$ cat src/rtl/mdec_pkg.sv
`timescale 1ns / 1ps

package mdec_pkg;

	localparam int DATA_W      = 16;
	localparam int CD_W        = 16;
	localparam int OP_W        = 2;
	localparam int CH_W        = 4;
	localparam int CFG_IDX_W   = 2;
	localparam int CHANNELS_DEF = 16;
	localparam int COUNT_W_DEF  = 16;

	localparam logic [OP_W-1:0] OP_SAMPLE = 2'd0;
	localparam logic [OP_W-1:0] OP_PRESET = 2'd1;
	localparam logic [OP_W-1:0] OP_CLEAR  = 2'd2;

	localparam logic [CFG_IDX_W-1:0] CFG_ACTIVE   = 2'd0;
	localparam logic [CFG_IDX_W-1:0] CFG_COUNTER  = 2'd1;
	localparam logic [CFG_IDX_W-1:0] CFG_DEBOUNCE = 2'd2;

	typedef struct packed {
		logic sample;
		logic preset;
		logic clear;
	} lane_ctrl_t;

	typedef struct packed {
		logic stable_d;
		logic fire;
	} lane_stat_t;

endpackage

$ cat src/rtl/mdec_lane.sv
`timescale 1ns / 1ps

module mdec_lane #(
	parameter int COUNT_WIDTH = mdec_pkg::COUNT_W_DEF
) (
	input  mdec_pkg::lane_ctrl_t          ctrl,
	input  logic                          active,
	input  logic                          counter_mode,
	input  logic                          raw,
	input  logic                          preset,
	input  logic                          clear_sel,
	input  logic                          stable,
	input  logic [mdec_pkg::CD_W-1:0]     reload,
	input  logic [mdec_pkg::CD_W-1:0]     countdown,
	input  logic [COUNT_WIDTH-1:0]        count,
	output logic [mdec_pkg::CD_W-1:0]     countdown_d,
	output logic [COUNT_WIDTH-1:0]        count_d,
	output mdec_pkg::lane_stat_t          stat
);
	import mdec_pkg::*;

	logic            filt;
	logic            mismatch;
	logic [CD_W-1:0] cd_upd;
	logic            fire;

	assign filt     = ctrl.sample && active;
	assign mismatch = raw != stable;
	assign cd_upd   = (countdown != '0) ? countdown - CD_W'(1) : reload;
	assign fire     = filt && mismatch && (cd_upd == '0);

	always_comb begin
		countdown_d = countdown;
		if (filt) begin
			countdown_d = mismatch ? cd_upd : '0;
		end
	end

	always_comb begin
		count_d = count;
		if (fire) begin
			if (counter_mode && raw) begin
				count_d = count + COUNT_WIDTH'(1);
			end else begin
				count_d = {{(COUNT_WIDTH-1){1'b0}}, raw};
			end
		end else if (ctrl.clear && clear_sel && active && counter_mode) begin
			count_d = '0;
		end
	end

	always_comb begin
		stat.fire     = fire;
		stat.stable_d = stable;
		if (ctrl.preset) begin
			stat.stable_d = preset;
		end else if (fire) begin
			stat.stable_d = raw;
		end
	end

endmodule

$ cat src/rtl/multichannel_debounce_edge_counter.sv
`timescale 1ns / 1ps

// Multichannel debounce filter with per-channel rising-edge counters.
// Input beats carry an opcode (sample, preset stable bits, clear one counter),
// raw sample bits, preset bits and a channel index. Every input beat yields
// exactly one result beat with a change flag, the stable bits and the level or
// edge count of the indexed channel.
// A beat is captured in an input register, then all channels are updated in
// parallel when the beat advances, which also loads the result register. One
// beat is accepted per cycle as long as the output side takes results; the
// per-channel update between the input and result registers sets that rate.
// When the receiver stalls, the result is held and the input register keeps
// one more beat before in_stall rises.
// Reset clears the configuration registers, the stable bits, all countdowns
// and all counts; no results are pending after reset.
// Configuration is written through cfg_we, cfg_index and cfg_wdata; the user
// must write it only while the block is idle, which the block does not enforce.

module multichannel_debounce_edge_counter #(
	parameter int CHANNELS    = mdec_pkg::CHANNELS_DEF,
	parameter int COUNT_WIDTH = mdec_pkg::COUNT_W_DEF
) (
	input  logic                               clk,
	input  logic                               arst_n,
	input  logic                               cfg_we,
	input  logic [mdec_pkg::CFG_IDX_W-1:0]     cfg_index,
	input  logic [mdec_pkg::DATA_W-1:0]        cfg_wdata,
	input  logic                               in_valid,
	output logic                               in_stall,
	input  logic [mdec_pkg::OP_W-1:0]          opcode,
	input  logic [mdec_pkg::DATA_W-1:0]        sample_bits,
	input  logic [mdec_pkg::DATA_W-1:0]        preset_bits,
	input  logic [mdec_pkg::CH_W-1:0]          channel,
	output logic                               out_valid,
	input  logic                               out_stall,
	output logic                               changed,
	output logic [mdec_pkg::DATA_W-1:0]        stable_bits,
	output logic [mdec_pkg::DATA_W-1:0]        channel_value
);
	import mdec_pkg::*;

	logic [DATA_W-1:0] active_q;
	logic [DATA_W-1:0] counter_q;
	logic [CD_W-1:0]   reload_q;

	logic              valid_s1;
	logic [OP_W-1:0]   op_s1;
	logic [DATA_W-1:0] sample_s1;
	logic [DATA_W-1:0] preset_s1;
	logic [CH_W-1:0]   channel_s1;

	logic [CHANNELS-1:0]    stable_q;
	logic [CD_W-1:0]        countdown_q [CHANNELS];
	logic [COUNT_WIDTH-1:0] count_q     [CHANNELS];

	logic [CHANNELS-1:0]    stable_d;
	logic [CHANNELS-1:0]    fire;
	logic [CD_W-1:0]        countdown_d [CHANNELS];
	logic [COUNT_WIDTH-1:0] count_d     [CHANNELS];

	lane_ctrl_t             ctrl;
	logic                   adv;
	logic [COUNT_WIDTH-1:0] sel_count;
	logic [DATA_W-1:0]      value_d;
	logic [DATA_W-1:0]      stable_out_d;

	assign adv      = valid_s1 && (!out_valid || !out_stall);
	assign in_stall = valid_s1 && !adv;

	assign ctrl.sample = op_s1 == OP_SAMPLE;
	assign ctrl.preset = op_s1 == OP_PRESET;
	assign ctrl.clear  = op_s1 == OP_CLEAR;

	always_ff @(posedge clk or negedge arst_n) begin
		if (!arst_n) begin
			active_q  <= '0;
			counter_q <= '0;
			reload_q  <= '0;
		end else if (cfg_we) begin
			unique case (cfg_index)
				CFG_ACTIVE:   active_q  <= cfg_wdata;
				CFG_COUNTER:  counter_q <= cfg_wdata;
				CFG_DEBOUNCE: reload_q  <= cfg_wdata;
				default: ;
			endcase
		end
	end

	always_ff @(posedge clk or negedge arst_n) begin
		if (!arst_n) begin
			valid_s1 <= 1'b0;
		end else if (!in_stall) begin
			valid_s1 <= in_valid;
		end
	end

	always_ff @(posedge clk) begin
		if (in_valid && !in_stall) begin
			op_s1      <= opcode;
			sample_s1  <= sample_bits;
			preset_s1  <= preset_bits;
			channel_s1 <= channel;
		end
	end

	for (genvar i = 0; i < CHANNELS; i++) begin : g_lane
		logic       raw;
		logic       pre;
		logic       act;
		logic       cnt_mode;
		lane_stat_t stat;

		if (i < DATA_W) begin : g_in
			assign raw      = sample_s1[i];
			assign pre      = preset_s1[i];
			assign act      = active_q[i];
			assign cnt_mode = counter_q[i];
		end else begin : g_out
			assign raw      = 1'b0;
			assign pre      = 1'b0;
			assign act      = 1'b0;
			assign cnt_mode = 1'b0;
		end

		mdec_lane #(
			.COUNT_WIDTH(COUNT_WIDTH)
		) u_lane (
			.ctrl        (ctrl),
			.active      (act),
			.counter_mode(cnt_mode),
			.raw         (raw),
			.preset      (pre),
			.clear_sel   (int'(channel_s1) == i),
			.stable      (stable_q[i]),
			.reload      (reload_q),
			.countdown   (countdown_q[i]),
			.count       (count_q[i]),
			.countdown_d (countdown_d[i]),
			.count_d     (count_d[i]),
			.stat        (stat)
		);

		assign stable_d[i] = stat.stable_d;
		assign fire[i]     = stat.fire;

		always_ff @(posedge clk or negedge arst_n) begin
			if (!arst_n) begin
				stable_q[i]    <= 1'b0;
				countdown_q[i] <= '0;
				count_q[i]     <= '0;
			end else if (adv) begin
				stable_q[i]    <= stable_d[i];
				countdown_q[i] <= countdown_d[i];
				count_q[i]     <= count_d[i];
			end
		end
	end

	always_comb begin
		sel_count = '0;
		for (int i = 0; i < CHANNELS; i++) begin
			if (int'(channel_s1) == i) begin
				sel_count = count_d[i];
			end
		end
	end

	if (COUNT_WIDTH >= DATA_W) begin : g_val_trunc
		assign value_d = sel_count[DATA_W-1:0];
	end else begin : g_val_ext
		assign value_d = {{(DATA_W-COUNT_WIDTH){1'b0}}, sel_count};
	end

	if (CHANNELS >= DATA_W) begin : g_stb_trunc
		assign stable_out_d = stable_d[DATA_W-1:0];
	end else begin : g_stb_ext
		assign stable_out_d = {{(DATA_W-CHANNELS){1'b0}}, stable_d};
	end

	always_ff @(posedge clk or negedge arst_n) begin
		if (!arst_n) begin
			out_valid <= 1'b0;
		end else if (adv) begin
			out_valid <= 1'b1;
		end else if (!out_stall) begin
			out_valid <= 1'b0;
		end
	end

	always_ff @(posedge clk) begin
		if (adv) begin
			changed       <= |fire;
			stable_bits   <= stable_out_d;
			channel_value <= value_d;
		end
	end

	a_stall_cause: assert property (@(posedge clk) disable iff (!arst_n)
		in_stall |-> (valid_s1 && out_valid && out_stall))
		else $error("input stalled without a held result");

	a_change_sample: assert property (@(posedge clk) disable iff (!arst_n)
		(adv && op_s1 != OP_SAMPLE) |=> !changed)
		else $error("change flagged on a non-sample beat");

	a_fire_active: assert property (@(posedge clk) disable iff (!arst_n)
		(adv && (|fire)) |-> ctrl.sample)
		else $error("channel accepted a new bit outside a sample beat");

endmodule

$ cat config.mk
export PLATFORM = sky130hd
export DESIGN_NAME = multichannel_debounce_edge_counter
export DESIGN_NICKNAME = d
export VERILOG_FILES = /design/src/rtl/mdec_pkg.sv /design/src/rtl/mdec_lane.sv /design/src/rtl/multichannel_debounce_edge_counter.sv
export SDC_FILE = /design/constraint.sdc
export NUM_CORES = 2
export LEC_CHECK = 0
export ABC_CLOCK_PERIOD_IN_PS = 5200
export BUFFER_PORTS_ARGS = -buffer_cell sky130_fd_sc_hd__buf_2
export CAP_MARGIN = 20
export CORE_MARGIN = 1.5
export CORE_UTILIZATION = 40
export CTS_CLUSTER_SIZE = 24
export DETAILED_ROUTE_END_ITERATION = 8
export PLACE_DENSITY = 0.55
export SYNTH_ARGS = -nofsm -noshare
export SYNTH_HDL_FRONTEND = slang
export SYNTH_SLANG_ARGS = --single-unit
$ cat constraint.sdc
create_clock -name clk -period 5.2 [get_ports clk]
set_input_delay 0.26 -clock clk [delete_from_list [all_inputs] [get_ports clk]]
set_output_delay 0.26 -clock clk [all_outputs]
set_load 0.005 [all_outputs]
==> summary.md <==
| Metric | Value |
|---|---|
| # IOs | 96 |
| CP delay by family, top | compound AO/OA/AOI/OAI gates |
| Tmin final | about 5.1 ns |
| Routing usage on met2 | between 40% and 50% |
| Max Buffers Root-to-Sink | 3 |
| Clock Tree Root | clkbuf_16 |
| Clock Latency Late Sink | 0.69 ns |
| CTS tree | done |
| DP HPWL | around 140 mm |
| Placed Instances | between 7000 and 8000 |
| Area growth from synthesis to layout | 12.6% |
| Status | finished, final reports clean |
| Top-area cell type share of the netlist area | slightly above 30% |
| Mux contribution to synthesized area | roughly 3.3% |
| Slew Limit Headroom | a little under a quarter |
| Post-DRT Antenna Nets | 0 |
| Synth Cell Area | between 40000 and 50000 sq um |
| Setup crit end kind | register |
| CP startpoint kind | register |
| Asr flop ratio synth | slightly below 90% |
| Area share of fa/ha/maj cells after synthesis | 1.27% |
| Ratio of cells with drive above 1 in the final layout | between 10% and 20% |
| Yosys warnings | 0 |
| Most used cell, CP | nor4_1 |
| Final cell count without fillers | between 7000 and 8000 |
| Number of global-route vias before repair | 45300 |
| Via density per instance | 6.35 |
| Max incr delay on CP | 0.65 ns |
| Synth Instances | approximately 6200 |
| Leakage power | ~0.021 uW |
| FF-to-FF Start | countdown_q[209] |
| Post-Syn Nets | 6299 |
| FMAX | around 0.2 GHz |
| CP bufs+invs | 1 |
| Setup TNS | 0 ns |
| Post-route DRC | 0 |
| Crit-path cells | inv_1 > ha_1 > or3b_2 > nor4_1 > xor2_1 > or4_1 > o21a_1 > o21ai_1 > o21ai_0 > nor4_1 > o221ai_1 > a211oi_1 > o22ai_1 |
| Synth Area in Compound Gates | ~25% |
| Fin nets | between 6000 and 7000 |
| Pwr per Cell Area | ~520 nW/um^2 |
| Busiest grt layer | met2 |
| Initial antenna violation count | 6 |
| Area of the multi-input gates | 28700 sq um |
| Starting density of the core | between 40% and 50% |
| Skew final | ~0.037 ns |
| Main area contributors after synthesis | dfrtp_1 (31%), o21ai_0 (8.5%), a21oi_1 (5.6%), nand2_1 (5.4%), edfxtp_1 (4.5%) |
| Synth cell types | between 100 and 150 |
| Chip Width | between 300 and 400 um |
| DRT iter0 DRCs | between 5000 and 6000 |
| I/O Buffers | 95 |
| HP Class | in -> async |
| N_diodes | 0 |
| Routed WL per cell | between 20 and 25 um |
| Storage cell area | between 15000 and 20000 sq um |
| Peak supply drop | between 0.0002 and 0.0003 V |
| Final Max Tran Viols | 0 |
| Fillers | approximately 12000 |
| Kind of critical path | reg -> reg |
| Vias | a little under 50000 |
| Yosys top cell by area | dfrtp_1 |
| Final period utilization | between 90% and 100% |
| Flip-flop and latch count after synthesis | roughly 650 |
| Synth Area per Inst | roughly 7.7 sq um |
| Top_reg_cell synth | dfrtp_1 |
| GR Layer Usage met1 | approximately 45% |
| Critical path arrival | 5.50 ns |
| First-pass GRT wire length | between 200 and 300 mm |
| Hold Vio Cnt, Final | 0 |
| Grt total ovfl | 0 |
| Core area | ~120000 sq um |
| Die H | between 300 and 400 um |
| Final setup vio count | 0 |
| Worst Max-Slew Pin Slew | around 1.1 ns |
| Post-Synth Simple-Gate Area | between 20% and 30% |
| CTS clk-pin slew, worst paths | 0.07 ns |
| Crit Path Max Fanout | 10 |
| Total clock sinks | 649 |
| Number of synthesized flops with an enable pin | 71 |
| Grt met3 use | between 5 and 6% |
| Critical path startpoint | countdown_q[209] |
| Drt total wl | 193 mm |
| GP Congestion | approximately 1 |
| Max-cap viol count | 0 |
| Detailed Routing Iterations Pass 1 | 8 |
| RSZ-0062 raised after global routing | no |
| Xor and xnor fraction of the mapped netlist area | 1.90% |
| H-Tree Depth | 3 |
| Largest net degree at the start of global routing | between 100 and 150 |
| Num CTS Buffers | 84 |
| GRT Total Usage | a little under a third |
| DIE AREA | around 120000 sq um |
| Crit path max-delay cell type | o21ai_1 |
| Register area share after synthesis | 35.0% |
| Largest family of logic cells by synthesized area | simple AND/OR/NAND/NOR gates |
| # rows | 126 |
| Worst EP required | approximately 5.6 ns |
## worst register-to-register path, cell delays in order (launching register included)
cell	delay [ns]
dfrtp_1	0.45
inv_1	0.11
ha_1	0.29
or3b_2	0.54
nor4_1	0.30
xor2_1	0.14
or4_1	0.46
o21a_1	0.23
o21ai_1	0.65
o21ai_0	0.32
nor4_1	0.59
o221ai_1	0.31
a211oi_1	0.30
o22ai_1	0.12
## path summary, 6_finish.rpt
check                              endpoint  slack (ns)  cells past startpoint
max reg2reg                channel_value[6]        0.12                     13
min reg2reg                countdown_q[165]        0.52                      2
min in group clk                active_q[5]        0.29                      4
max                        channel_value[6]        0.12                     13
min                        countdown_q[243]        0.25                      2
max in group asynchronous       count_q[85]        3.47                      3
## timing repair
action / in CTS / in global routing
hold endpoints to repair: 185 / 0
buffers inserted: 0 / 3
hold buffers: 58 / 0
resized for setup: 0 / 2
endpoints found under the setup margin: 0 / 2
## state kept, by name, summed over array words and instances (netlist names), 16 cells and up
name / count
count_q: 256
countdown_q: 256
active_q: 16
channel_value: 16
counter_q: 16
preset_s1: 16
reload_q: 16
sample_s1: 16
stable_bits: 16
stable_q: 16
## cell usage after synthesis, drive strengths merged, types with 49 or more instances
master,n
o31ai,66
nor2,490
edfxtp,71
a211oi,51
mux2i,78
or4,60
and2,49
nor4,135
a31oi,51
nand2b,49
nor3,390
dfrtp,578
nand4,97
o21ai,865
nor3b,59
nand3,268
clkbuf,389
or3,63
nand2,676
xor2,53
inv,109
xnor2,50
buf,67
mux2,70
a21oi,527
and3,144
## report_power, final
part	internal, uW	switching (uW)	total, uW
clock network	3660	2490	6140
registers	6130	1760	7880
logic	5180	8520	13700
total	15000	12800	27700
## placed cells by master, fill, tap and decap left out, drive strengths merged, types with 29 or more instances in the layout
master / count
a21oi: 527
nor3: 390
nor4b: 29
a21o: 29
and2: 49
edfxtp: 71
nand2b: 49
o22ai: 33
or3: 63
xnor2: 50
a31oi: 51
nand4: 97
or4: 60
nand2: 676
nor3b: 59
xor2: 53
a211oi: 51
nand3: 268
o31ai: 66
inv: 111
buf: 333
nor2: 490
or2: 48
mux2i: 78
nor2b: 41
dfrtp: 578
dlygate4sd3: 58
o21ai: 865
mux2: 70
ha: 48
clkbuf: 115
and3: 144
nor4: 135
## final cells by class
type                    instances  area share (%)
well taps                    1536            3.60
repair buffers                392            5.48
clock buffers                 115            4.61
clock inverters                38           0.738
flip-flops and latches        649            31.1
multi-input cells            4976            53.7
inverters                     109           0.771
## metrics by stage
stage          hold WS (ns)  cell area [sq um]  setup WS (ns)  total power [uW]  utilization (%)
6_report              0.246              53400          0.123             27700             45.3
5_1_grt               0.281              53400        0.00881             29600             45.3
4_1_cts               0.250              53300          0.182             27500             45.3
3_5_place_dp          0.409              49900          0.189             21200             42.4
3_3_place_gp          0.400              49900          0.240             21200             42.4
2_1_floorplan       -0.0356              47400           1.24             16900                -
## per-layer routing
layer	share of wire [%]	routed length, um	up-vias
met5	0.013	26	-
met4	4.3	8330	6
met3	8.1	15700	350
met2	43	82400	2026
met1	45	87000	24200
li1	-	-	23100
## logic make-up (layout without fill, tap and decap cells)
kind of cell | Yosys count | in the layout
flops | 649 | 649
buf+inv | 565 | 654
compound gates | 1993 | 1993
mux | 148 | 148
xor+xnor | 103 | 103
simple gates | 2684 | 2684
fa+ha+maj | 48 | 48
No activity file was read; power rests on OpenSTA's default activity.
